===== src/hw/rtl/dlcc_pkg.sv =====
// Shared types and constants for the directed line crossing classifier.
`default_nettype none

package dlcc_pkg;

   // Default coordinate width in bits.
   localparam int COORD_BITS_DEF = 16;

   // Configuration register indexes.
   localparam int CSR_INDEX_BITS = 3;
   localparam logic [CSR_INDEX_BITS-1:0] CSR_LINE_START_X = 3'd0;
   localparam logic [CSR_INDEX_BITS-1:0] CSR_LINE_START_Y = 3'd1;
   localparam logic [CSR_INDEX_BITS-1:0] CSR_LINE_END_X   = 3'd2;
   localparam logic [CSR_INDEX_BITS-1:0] CSR_LINE_END_Y   = 3'd3;

   // Crossing direction codes.
   localparam logic [1:0] DIR_NONE    = 2'd0;
   localparam logic [1:0] DIR_FORWARD = 2'd1;
   localparam logic [1:0] DIR_REVERSE = 2'd2;

   // Sign of an exact cross product.
   typedef struct packed {
      logic neg;
      logic zero;
   } sign_type;

   // Load enables for the product and sign stages.
   typedef struct packed {
      logic s2;
      logic s3;
   } stage_en_type;

endpackage

`default_nettype wire


===== src/hw/rtl/dlcc_csr.sv =====
// Rule line endpoint registers for the directed line crossing classifier.
`default_nettype none

module dlcc_csr #(
   parameter int COORD_BITS = dlcc_pkg::COORD_BITS_DEF
) (
   input  wire logic                                clock,
   input  wire logic                                reset,
   input  wire logic                                csr_valid,
   input  wire logic [dlcc_pkg::CSR_INDEX_BITS-1:0] csr_index,
   input  wire logic [COORD_BITS-1:0]               csr_wdata,
   output logic      [COORD_BITS-1:0]               line_start_x,
   output logic      [COORD_BITS-1:0]               line_start_y,
   output logic      [COORD_BITS-1:0]               line_end_x,
   output logic      [COORD_BITS-1:0]               line_end_y
);

   logic [COORD_BITS-1:0] start_x_ff;
   logic [COORD_BITS-1:0] start_y_ff;
   logic [COORD_BITS-1:0] end_x_ff;
   logic [COORD_BITS-1:0] end_y_ff;

   always_ff @(posedge clock) begin
      if (reset) begin
         start_x_ff <= '0;
         start_y_ff <= '0;
         end_x_ff   <= '0;
         end_y_ff   <= '0;
      end else if (csr_valid) begin
         unique case (csr_index)
            dlcc_pkg::CSR_LINE_START_X: start_x_ff <= csr_wdata;
            dlcc_pkg::CSR_LINE_START_Y: start_y_ff <= csr_wdata;
            dlcc_pkg::CSR_LINE_END_X:   end_x_ff   <= csr_wdata;
            dlcc_pkg::CSR_LINE_END_Y:   end_y_ff   <= csr_wdata;
            default: begin
               // Writes to unassigned indexes are dropped.
            end
         endcase
      end
   end

   assign line_start_x = start_x_ff;
   assign line_start_y = start_y_ff;
   assign line_end_x   = end_x_ff;
   assign line_end_y   = end_y_ff;

endmodule

`default_nettype wire


===== config.mk =====
export PLATFORM = sky130hd
export DESIGN_NAME = dlcc_csr
export DESIGN_NICKNAME = d
export VERILOG_FILES = /design/src/hw/rtl/dlcc_pkg.sv /design/src/hw/rtl/dlcc_csr.sv
export SDC_FILE = /design/constraint.sdc
export NUM_CORES = 1
export LEC_CHECK = 0
export BUFFER_PORTS_ARGS = -buffer_cell sky130_fd_sc_hd__buf_4
export CAP_MARGIN = 25
export CORE_ASPECT_RATIO = 0.7
export CORE_MARGIN = 5
export CORE_UTILIZATION = 50
export DETAILED_ROUTE_END_ITERATION = 6
export PLACE_DENSITY = 0.79
export SLEW_MARGIN = 10
export SYNTH_ARGS = -nofsm -noshare
export SYNTH_HDL_FRONTEND = slang
export SYNTH_SLANG_ARGS = --single-unit

===== constraint.sdc =====
create_clock -name clock -period 2.93 [get_ports clock]
set_input_delay 0.293 -clock clock [delete_from_list [all_inputs] [get_ports clock]]
set_output_delay 0.293 -clock clock [all_outputs]
set_load 0.01 [all_outputs]

# After elaboration in Yosys (flattened, before gate mapping)
# Cells that the tools add are included.
# op_classes
n_eq_ne	3
n_reduce_logical	5
# op_table
cell	count
AND reduction 2 bit	4
== test 3 x 2 -> 1 bit (second input constant)	2
== test 3 x 1 -> 1 bit (second input constant)	1
logical NOT 3 bit	1
# word_totals
regBits	64
in_bits	22
out_inout_bits	64

# Logic depth before layout (Yosys ltp)
# logic_depth
depth_word	2
mapped_depth	4
ltp_nobuf	2

# Worst setup path before layout
# OpenSTA, ideal clock, no wires.
# synth_path
path_kind	input to register
startpoint	input csr_index[1] (netlist name)
endpoint	register start_x_ff[10], in the netlist line_start_x[10]
arrival_ns	1.066
slack_ns	1.743
stages	3
path_buffers	1
path_cell_list	or4b_4 buf_6 mux2i_1
# synth_via
elab_chain_len	2
# synth_rtl
item	line	rtl
start, declared	dlcc_csr.sv:10	input wire logic [dlcc_pkg::CSR_INDEX_BITS-1:0] csr_index,
logical NOT 3 bit	dlcc_csr.sv:30	unique case (csr_index)
AND reduction 2 bit (no source line)	-	
end signal, assigned	dlcc_csr.sv:31	dlcc_pkg::CSR_LINE_START_X: start_x_ff <= csr_wdata;
end, declared	dlcc_csr.sv:18	logic [COORD_BITS-1:0] start_x_ff;
# No other way between the ends.
# A chain may end at the register's enable or synchronous reset.

# Final worst setup path
# layout_path
startpoint	register end_x_ff[0], in the netlist line_end_x[0]
endpoint	output line_end_x[0]
# layout_lines
item	line	rtl
start, declared	dlcc_csr.sv:20	logic [COORD_BITS-1:0] end_x_ff;
start signal, assigned	dlcc_csr.sv:33	dlcc_pkg::CSR_LINE_END_X: end_x_ff <= csr_wdata;
end, declared	dlcc_csr.sv:14	output logic [COORD_BITS-1:0] line_end_x,
# No word-level cell between the ends.

==> impl_metrics.env <==
export IMPL_synth_nets=252
export IMPL_vias_per_cell=4.774
export IMPL_p_sw_w=0.0003684
export IMPL_syn_area_per_cell_sq_um=11.17
export IMPL_cp_top_family="flip-flops"
export IMPL_slew_viol_final=0
export IMPL_routedWlPerCell_microns=14.78
export IMPL_multi_input_area_sq_um=1214
export IMPL_postRouteAntennaNets=0
export IMPL_cts_tree="done"
export IMPL_drt_pass1_iterations=4
export IMPL_period_minus_slack_ns=1.124
export IMPL_start_util_pct=52.59
export IMPL_crit_fanout=2
export IMPL_fmax_mhz=889.9
export IMPL_n_antenna_cell=0
export IMPL_fin_nets=335
export IMPL_path_clk_slew_ns=0.06
export IMPL_sequentialPowerShare_pct=54.3
export IMPL_synth_top_area_cell="dfxtp_1"
export IMPL_finClkSkew_ns=0
export IMPL_synth_area_sq_um=2570
export IMPL_yosysWarnings=0
export IMPL_rows=21
export IMPL_num_fill_cells=397
export IMPL_register_area_sq_um=1281
export IMPL_path_buf_inv=1
export IMPL_clockBufferDepth=2
export IMPL_total_power_w=0.001659
export IMPL_core_sq_um=4887
export IMPL_cts_hold_buf=0
export IMPL_dp_hpwl_microns=3912
export IMPL_min_path_type="in -> reg"
export IMPL_ctsResizeCount=0
export IMPL_startpoint_type="flip-flop"
export IMPL_slowest_delay_ns=0.37
export IMPL_grt_pass1_wl_microns=9287
export IMPL_antenna_found_initial=0
export IMPL_drc_errors=0
export IMPL_setup_violations=0
export IMPL_synth_cell_types=12
export IMPL_drtIter0Drc=73
export IMPL_finalHoldViolCount=0
export IMPL_stdcell_count=385
export IMPL_worstPathArrival_ns=0.83
export IMPL_port_buffer_count=85
export IMPL_numCtsBuffers=9
export IMPL_grt_max_degree=81
export IMPL_ys_seq_area_share_pct=49.85
export IMPL_postCtsSetupRepairBufs=0
export IMPL_grt_overflow=0
export IMPL_utilization_pct=69.48
export IMPL_first_global_vias=1883
export IMPL_clockRootBuffer="clkbuf_8"
export IMPL_place_congestion=0.7035
export IMPL_comb_power_share_pct=8.9
export IMPL_gr_usage_all_layers_pct=17.87
export IMPL_required_ns=2.64
export IMPL_power_leakage_nw=1.690
export IMPL_chipWidth_microns=95.69
export IMPL_clock_sink_count=64
export IMPL_place_inst=371
export IMPL_clock_latency_ns=0.32
export IMPL_post_route_period_util_pct=38.35
export IMPL_ios=86
export IMPL_dieArea_sq_um=6696
export IMPL_setup_worst_path_end_class="output pin"
export IMPL_clkPwrFrac_pct=36.8
export IMPL_slew_headroom_pct=59.35
export IMPL_outcome="complete, no violations"
export IMPL_cap_violations=0
export IMPL_netlist_instances=230
export IMPL_worstSetupPathType="reg -> out"
export IMPL_powerDensity_nw_per_um2=488.5
export IMPL_fin_setup_tns_ns=0
export IMPL_critPathSlowestCell="dfxtp_1"
export IMPL_holdWs_ns=0.3045
export IMPL_synthTopCellsByArea="dfxtp_1, mux2i_1, nand2b_1"
export IMPL_wl_microns=5692
export IMPL_p_sw_share_pct=22.21
export IMPL_ys_seq_elements=64
export IMPL_ir_worst_vdd_v=0.0002988
export IMPL_area_delta_synth_final_pct=32.13
export IMPL_layout_drive_gt1_share_pct=32.28
export IMPL_synth_top_cell_area_share_pct=49.85
export IMPL_die_h_microns=69.98
export IMPL_path_cells="buf_4"
export IMPL_tightest_slew_ns=0.6062
export IMPL_htreeDepth=3
export IMPL_rsz0062_at_grt="no"
export IMPL_internal_power_w=0.001290
export IMPL_dr_total_vias=1838
[metal layers]
metal	wire (microns)	GRT usage [%]
met5	0	0
met4	64	5.521
met3	440	7.940
met2	2381	24.73
met1	2806	24.73
[cells by family (layout without fill, tap and decap cells)]
group	Yosys count	count (layout)	share of synthesized area, %
simple gates	86	86	22.05
buf+inv	16	102	3.164
flops	64	64	49.85
mux	64	64	24.93
[final timing paths]
| path | start | cells past startpoint | slack, ns | end |
|---|---|---|---|---|
| hold / removal | csr_wdata[9] | 3 | 0.30 | line_end_x[9] |
| setup / recovery | line_end_x[0] | 1 | 1.81 | line_end_x[0] |
| hold reg to reg | line_start_x[3] | 2 | 0.47 | line_start_x[3] |
| setup reg to reg | line_end_x[0] | 2 | 2.29 | line_end_x[0] |
[power by group through the flow]
stage | Combinational (W) | Clock [W] | Sequential [W]
after floorplan | 0.0000721 | 0 | 0.000927
after global placement | 0.000147 | 0 | 0.000919
after detailed placement | 0.000149 | 0 | 0.000920
after CTS | 0.000149 | 0.000629 | 0.000901
after global routing | 0.000160 | 0.000681 | 0.000902
final | 0.000147 | 0.000610 | 0.000901
[final cells by class]
type                    count  area share [%]
flip-flops and latches     64           37.73
clock inverters             1          0.1474
repair buffers             88           19.45
well taps                  69           2.542
multi-input cells         150           35.74
clock buffers              13           4.385
[flip-flops by register name (all words and copies together), names as in the netlist]
register      flops
line_end_x       16
line_end_y       16
line_start_x     16
line_start_y     16
[cell usage after synthesis]
cell / instances
nand2b_1: 80
or4b_4: 1
and4bb_2: 1
clkbuf_1: 8
dfxtp_1: 64
buf_2: 5
nor4b_1: 1
buf_4: 2
mux2i_1: 64
nand4b_1: 1
buf_6: 1
nand4bb_1: 2
[placed cells by master (no fill, tap or decap)]
cell        n
nand4b_1    1
mux2i_1    64
nor4b_2     1
clkbuf_8   10
clkbuf_1    3
clkinv_2    1
nand4bb_1   2
nand2b_1   80
and4bb_2    1
buf_4      88
or4b_4      1
dfxtp_1    64
[metrics by stage]
stage	worst slack (ns)	instance area [sq um]
2_1_floorplan	1.743	2570
3_3_place_gp	1.549	3242
3_5_place_dp	1.495	3242
4_1_cts	1.791	3396
5_1_grt	1.741	3396
6_report	1.806	3396
No activity file was read; power rests on OpenSTA's default activity.
