[src/hw/rtl/dlcc_pkg.sv]
// Shared types and constants for the directed line crossing classifier.
`default_nettype none

package dlcc_pkg;

   // Default coordinate width in bits.
   localparam int COORD_BITS_DEF = 16;

   // Configuration register indexes.
   localparam int CSR_INDEX_BITS = 3;
   localparam logic [CSR_INDEX_BITS-1:0] CSR_LINE_START_X = 3'd0;
   localparam logic [CSR_INDEX_BITS-1:0] CSR_LINE_START_Y = 3'd1;
   localparam logic [CSR_INDEX_BITS-1:0] CSR_LINE_END_X   = 3'd2;
   localparam logic [CSR_INDEX_BITS-1:0] CSR_LINE_END_Y   = 3'd3;

   // Crossing direction codes.
   localparam logic [1:0] DIR_NONE    = 2'd0;
   localparam logic [1:0] DIR_FORWARD = 2'd1;
   localparam logic [1:0] DIR_REVERSE = 2'd2;

   // Sign of an exact cross product.
   typedef struct packed {
      logic neg;
      logic zero;
   } sign_type;

   // Load enables for the product and sign stages.
   typedef struct packed {
      logic s2;
      logic s3;
   } stage_en_type;

endpackage

`default_nettype wire

[src/hw/rtl/dlcc_orient.sv]
// Two-stage exact cross product sign unit: products, then difference and sign.
`default_nettype none

module dlcc_orient #(
   parameter int DIFF_BITS = dlcc_pkg::COORD_BITS_DEF + 1
) (
   input  wire logic                        clock,
   input  wire dlcc_pkg::stage_en_type      stage_en,
   input  wire logic signed [DIFF_BITS-1:0] ux,
   input  wire logic signed [DIFF_BITS-1:0] uy,
   input  wire logic signed [DIFF_BITS-1:0] vx,
   input  wire logic signed [DIFF_BITS-1:0] vy,
   output dlcc_pkg::sign_type               sign
);

   localparam int PROD_BITS  = 2 * DIFF_BITS;
   localparam int CROSS_BITS = PROD_BITS + 1;

   logic signed [PROD_BITS-1:0] p_in;
   logic signed [PROD_BITS-1:0] q_in;
   logic signed [PROD_BITS-1:0] p_ff;
   logic signed [PROD_BITS-1:0] q_ff;
   logic [CROSS_BITS-1:0]       cross_in;
   dlcc_pkg::sign_type          sign_in;
   dlcc_pkg::sign_type          sign_ff;

   assign p_in = PROD_BITS'(ux) * PROD_BITS'(vy);
   assign q_in = PROD_BITS'(uy) * PROD_BITS'(vx);

   always_ff @(posedge clock) begin
      if (stage_en.s2) begin
         p_ff <= p_in;
         q_ff <= q_in;
      end
   end

   // One extra bit keeps the difference of two full products exact.
   assign cross_in     = {p_ff[PROD_BITS-1], p_ff} - {q_ff[PROD_BITS-1], q_ff};
   assign sign_in.neg  = cross_in[CROSS_BITS-1];
   assign sign_in.zero = (cross_in == '0);

   always_ff @(posedge clock) begin
      if (stage_en.s3) begin
         sign_ff <= sign_in;
      end
   end

   assign sign = sign_ff;

endmodule

`default_nettype wire
[config.mk]
export PLATFORM = sky130hd
export DESIGN_NAME = dlcc_orient
export DESIGN_NICKNAME = d
export VERILOG_FILES = /design/src/hw/rtl/dlcc_pkg.sv /design/src/hw/rtl/dlcc_orient.sv
export SDC_FILE = /design/constraint.sdc
export NUM_CORES = 2
export LEC_CHECK = 0
export ABC_AREA = 1
export BUFFER_PORTS_ARGS = -buffer_cell sky130_fd_sc_hd__buf_2
export CAP_MARGIN = 20
export CORE_MARGIN = 5
export CORE_UTILIZATION = 61
export DETAILED_ROUTE_END_ITERATION = 8
export GPL_TIMING_DRIVEN = 0
export MAX_ROUTING_LAYER = met4
export PLACE_DENSITY = 0.86
export SYNTH_ARGS = -nofsm -noshare
export SYNTH_HDL_FRONTEND = slang
export SYNTH_SLANG_ARGS = --single-unit
[constraint.sdc]
create_clock -name clock -period 13.4 [get_ports clock]
set_clock_uncertainty 0.05 [all_clocks]
set_input_delay 2.01 -clock clock [delete_from_list [all_inputs] [get_ports clock]]
set_output_delay 2.01 -clock clock [all_outputs]
set_load 0.1 [all_outputs]
## Yosys cells after proc, flatten, opt, wreduce, memory -nomap -nowiden

Index checks and enable logic that the tools add are counted.

| operators by class | value |
|---|---|
| $add $sub $neg | 1 |
| $mul | 2 |
| reduce and logical (&&, ||, !) cells | 1 |

Operators by type and width:

| cell | count |
|---|---|
| $mul A17 B17 Y34 | 2 |
| $logic_not A35 Y1 | 1 |
| $sub A34 B34 Y35 | 1 |

| storage, ports and cells | value |
|---|---|
| register bits after elaboration | 70 |
| bits of input ports | 71 |
| output and inout port bits | 2 |
| logic and storage cells | 8 |

## Longest topological paths before layout

| logic depth | value |
|---|---|
| depth after elaboration | 2 |
| gate-level depth with buffers | 32 |
| depth with buffers taken out | 30 |

## Worst setup path before layout

Ideal clock, no wire load.

| path | value |
|---|---|
| kind | input to register |
| start point | in uy[16] |
| end point | reg q_ff[32] (data pin) |
| setup time | 0.260 ns |
| arrival | 7.339 ns |
| required time | 13.090 ns |
| setup slack | 5.751 ns |
| stages on the path | 21 |
| path buffers | 2 |
| cells stage by stage | clkbuf_1 clkbuf_1 nand2_1 inv_1 fa_1 fa_1 fa_1 fa_1 fa_1 inv_1 fa_1 inv_1 ha_1 nand2_1 o21a_1 o311a_1 o221ai_1 a21oi_1 nor2_1 nor2_1 xor2_1 |

| on the way | value |
|---|---|
| longest elaborated chain between the ends | 1 |

RTL lines:

| item | line | source |
|---|---|---|
| from (decl) | dlcc_orient.sv:10 | `input wire logic signed [DIFF_BITS-1:0] uy,` |
| $mul A17 B17 Y34 | dlcc_orient.sv:28 | `assign q_in = PROD_BITS'(uy) * PROD_BITS'(vx);` |
| net q_in[32] | dlcc_orient.sv:20 | `logic signed [PROD_BITS-1:0] q_in;` |
| to (signal assigned) | dlcc_orient.sv:33 | `q_ff <= q_in;` |
| to (decl) | dlcc_orient.sv:22 | `logic signed [PROD_BITS-1:0] q_ff;` |

The timed path passes the listed nets, and every way through them passes these cells.
A chain may end at the register's enable or synchronous reset.

## Worst setup path after layout

| path | value |
|---|---|
| start point | in vx[6] |
| end point | reg q_ff[32] (data pin) |

| on the way | value |
|---|---|
| longest elaborated chain between the ends | 1 |

RTL lines:

| item | line | source |
|---|---|---|
| from (decl) | dlcc_orient.sv:11 | `input wire logic signed [DIFF_BITS-1:0] vx,` |
| $mul A17 B17 Y34 | dlcc_orient.sv:28 |  |
| net q_in[32] | dlcc_orient.sv:20 |  |

The timed path passes the listed nets, and every way through them passes these cells.

==> results_dict.tcl <==
set metrics [dict create \
    max_freq_mhz 118 \
    critical_path_class "in2reg" \
    worstSetupEndpointType "flip-flop" \
    report.final.hold_viol_count 0 \
    synth_common_cells "inv_1, nand2_1, fa_1" \
    setup_viol 0 \
    drt-pass1-iter-count 5 \
    overflow 0 \
    grt_max_degree 37 \
    crit_arrival_ns 8.48 \
    design.core.area_um2 43300 \
    min_period_over_period 0.630 \
    hpwlAfterDp_um 54300 \
    synth_mux_area_frac 0 \
    first_global_vias 21800 \
    hp-class "reg2reg" \
    start_kind "primary input" \
    via_count 20800 \
    wirelength_um 63600 \
    cts_buffer_depth 2 \
    yosysTopAreaCell "fa_1" \
    dieArea_um2 48300 \
    wire_per_inst_um 16.2 \
    diodes 0 \
    cts_sinks 70 \
    ys_seq_area_frac 0.0783 \
    cts-resized-gates 0 \
    drv_cap 0 \
    min_period_ns 8.45 \
    syn_nets 4175 \
    layout.nets 4193 \
    drc 0 \
    synthSimpleGateAreaFrac 0.144 \
    synth_cells 3307 \
    rsz0062_at_grt "false" \
    io_pins 73 \
    tns_ns 0 \
    synthAdderAreaFrac 0.537 \
    grt_util_all_layers 0.286 \
    synth_seq_cells 70 \
    status "finished clean" \
    n_fill_cell 3524 \
    die_w_um 220 \
    drt_iter0_drc 2110 \
    area_growth_pct 4.17 \
    syn_area_um2 26900 \
    synth.avg_cell_area_um2 8.12 \
    numCtsBuffers 9 \
    cts_hold_buf 0 \
    clk_latency_ns 0.34 \
    num_rows 76 \
    htree_levels 3 \
    path_max_fanout 10 \
    synth_flop_cell "edfxtp_1" \
    start_util 0.621 \
    cts.clk_slew.worst_paths_ns 0.06 \
    synth_compound_area_frac 0.0465 \
    cts_setup_buffers 0 \
    synth_edf_count 70 \
    ys.warnings.count 0 \
    antenna_left 0 \
    synthTopCellsByArea "fa_1, inv_1, nand2_1" \
    vias_per_cell 5.31 \
    synth_top_area_share 0.442 \
    cts_tree "yes" \
    gp_congestion 1.01 \
    synthXorXnorAreaFrac 0.0280 \
    port_buffers 6 \
    antenna_found_initial 0 \
    synth_cell_type_count 47 \
    grt_pass1_wl_um 106000 \
    drive_above_1_share 0.0258 \
    cp.required_ns 13.44 \
    slew_violations 0 \
    synth_top_family_by_area "adder cells" \
    async_reset_ff_frac 0 \
    root_buffer "clkbuf_16" \
    maxSlewHeadroom 0.433 \
    die_h_um 220 \
    tightest_slew_ns 0.850 \
    synth_most_common_cell "inv_1" \
]
[registers in the layout, indices dropped and copies added (netlist names)]
register / count
p_ff: 34
sign: 2
q_ff: 34
[cell type report]
class,count,area (um^2),share of cell area
Tap cell,585,732,0.0262
Multi-Input combinational cell,2049,20300,0.725
Clock inverter,6,110,0.00394
Buffer,134,503,0.0180
Clock buffer,10,229,0.00819
Sequential cell,70,2100,0.0751
Timing Repair Buffer,7,50.0,0.00179
Inverter,1054,3960,0.141
[final timing paths]
check	from	endpoint	slack (ns)	depth (start not counted)
hold reg to reg	p_ff[33]	sign[1]	0.87	4
setup / recovery	vx[6]	q_ff[32]	4.95	23
hold / removal	p_ff[33]	sign[1]	0.87	4
setup reg to reg	q_ff[12]	sign[0]	10.33	16
[cell families (layout without fill, tap and decap cells)]
family	count (synthesis)	count (layout)
AO/OA/AOI/OAI	204	204
XOR/XNOR	86	86
adder cells (fa/ha/maj)	797	797
buffers and inverters	1188	1211
flip-flops	70	70
AND/OR/NAND/NOR	962	962
[placed cells by master, fill, tap and decap left out, types with 2 or more instances in the layout]
cell / instances
a211oi_1: 2
a21boi_2: 3
a21o_1: 14
a21oi_1: 95
a21oi_2: 6
a31oi_1: 8
buf_2: 6
bufinv_16: 3
clkbuf_1: 134
clkbuf_16: 9
edfxtp_1: 70
fa_1: 593
ha_1: 204
inv_1: 1051
inv_2: 3
nand2_1: 737
nand2_2: 22
nand3_1: 43
nand3_2: 5
nand3b_1: 3
nand4_1: 15
nor2_1: 110
nor2_2: 4
nor3_1: 7
nor4_1: 5
o211ai_1: 5
o21a_1: 9
o21ai_0: 35
o21ai_1: 4
o21ai_2: 9
o21bai_2: 2
o221ai_1: 2
or2_2: 7
xnor2_1: 36
xor2_1: 50
[metal layers]
layer | part of all wire | wire length (um) | GRT usage | vias to the layer above
met4 | 0.031 | 1970 | 0.0701 | 0
li1 | - | - | - | 9431
met2 | 0.48 | 30400 | 0.456 | 951
met3 | 0.098 | 6210 | 0.0654 | 180
met1 | 0.39 | 24900 | 0.377 | 10200
met5 | 0 | 0 | - | -
[worst max-delay path: stages]
cell	delay, ns
clkbuf_1	0.42
clkbuf_1	0.51
nand2_1	0.20
fa_1	0.56
inv_1	0.07
fa_1	0.83
fa_1	0.54
fa_1	0.52
fa_1	0.49
inv_1	0.05
fa_1	0.47
inv_1	0.04
ha_1	0.36
nand2_1	0.09
nor2_1	0.15
nand3_1	0.16
inv_1	0.09
nand3_1	0.06
o221ai_1	0.42
a21oi_1	0.12
nor2_1	0.12
nor2_1	0.06
xor2_1	0.14
[per-stage QoR]
| step | hold slack, ns | utilization | instance area, um^2 | instances | worst slack (ns) |
|---|---|---|---|---|---|
| after floorplan | 0.680 | - | 26900 | 3307 | 5.75 |
| after global placement | 0.816 | 0.638 | 27600 | 3898 | 4.87 |
| after detailed placement | 0.826 | 0.639 | 27600 | 3899 | 4.78 |
| after CTS | 0.867 | 0.647 | 28000 | 3915 | 5.12 |
| after global routing | 0.932 | 0.647 | 28000 | 3915 | 4.61 |
| final | 0.870 | 0.647 | 28000 | 3915 | 4.95 |
Power is left out: the tool's default activity adds up to more than one toggle a clock period on the data nets, which glitch-free logic cannot reach.
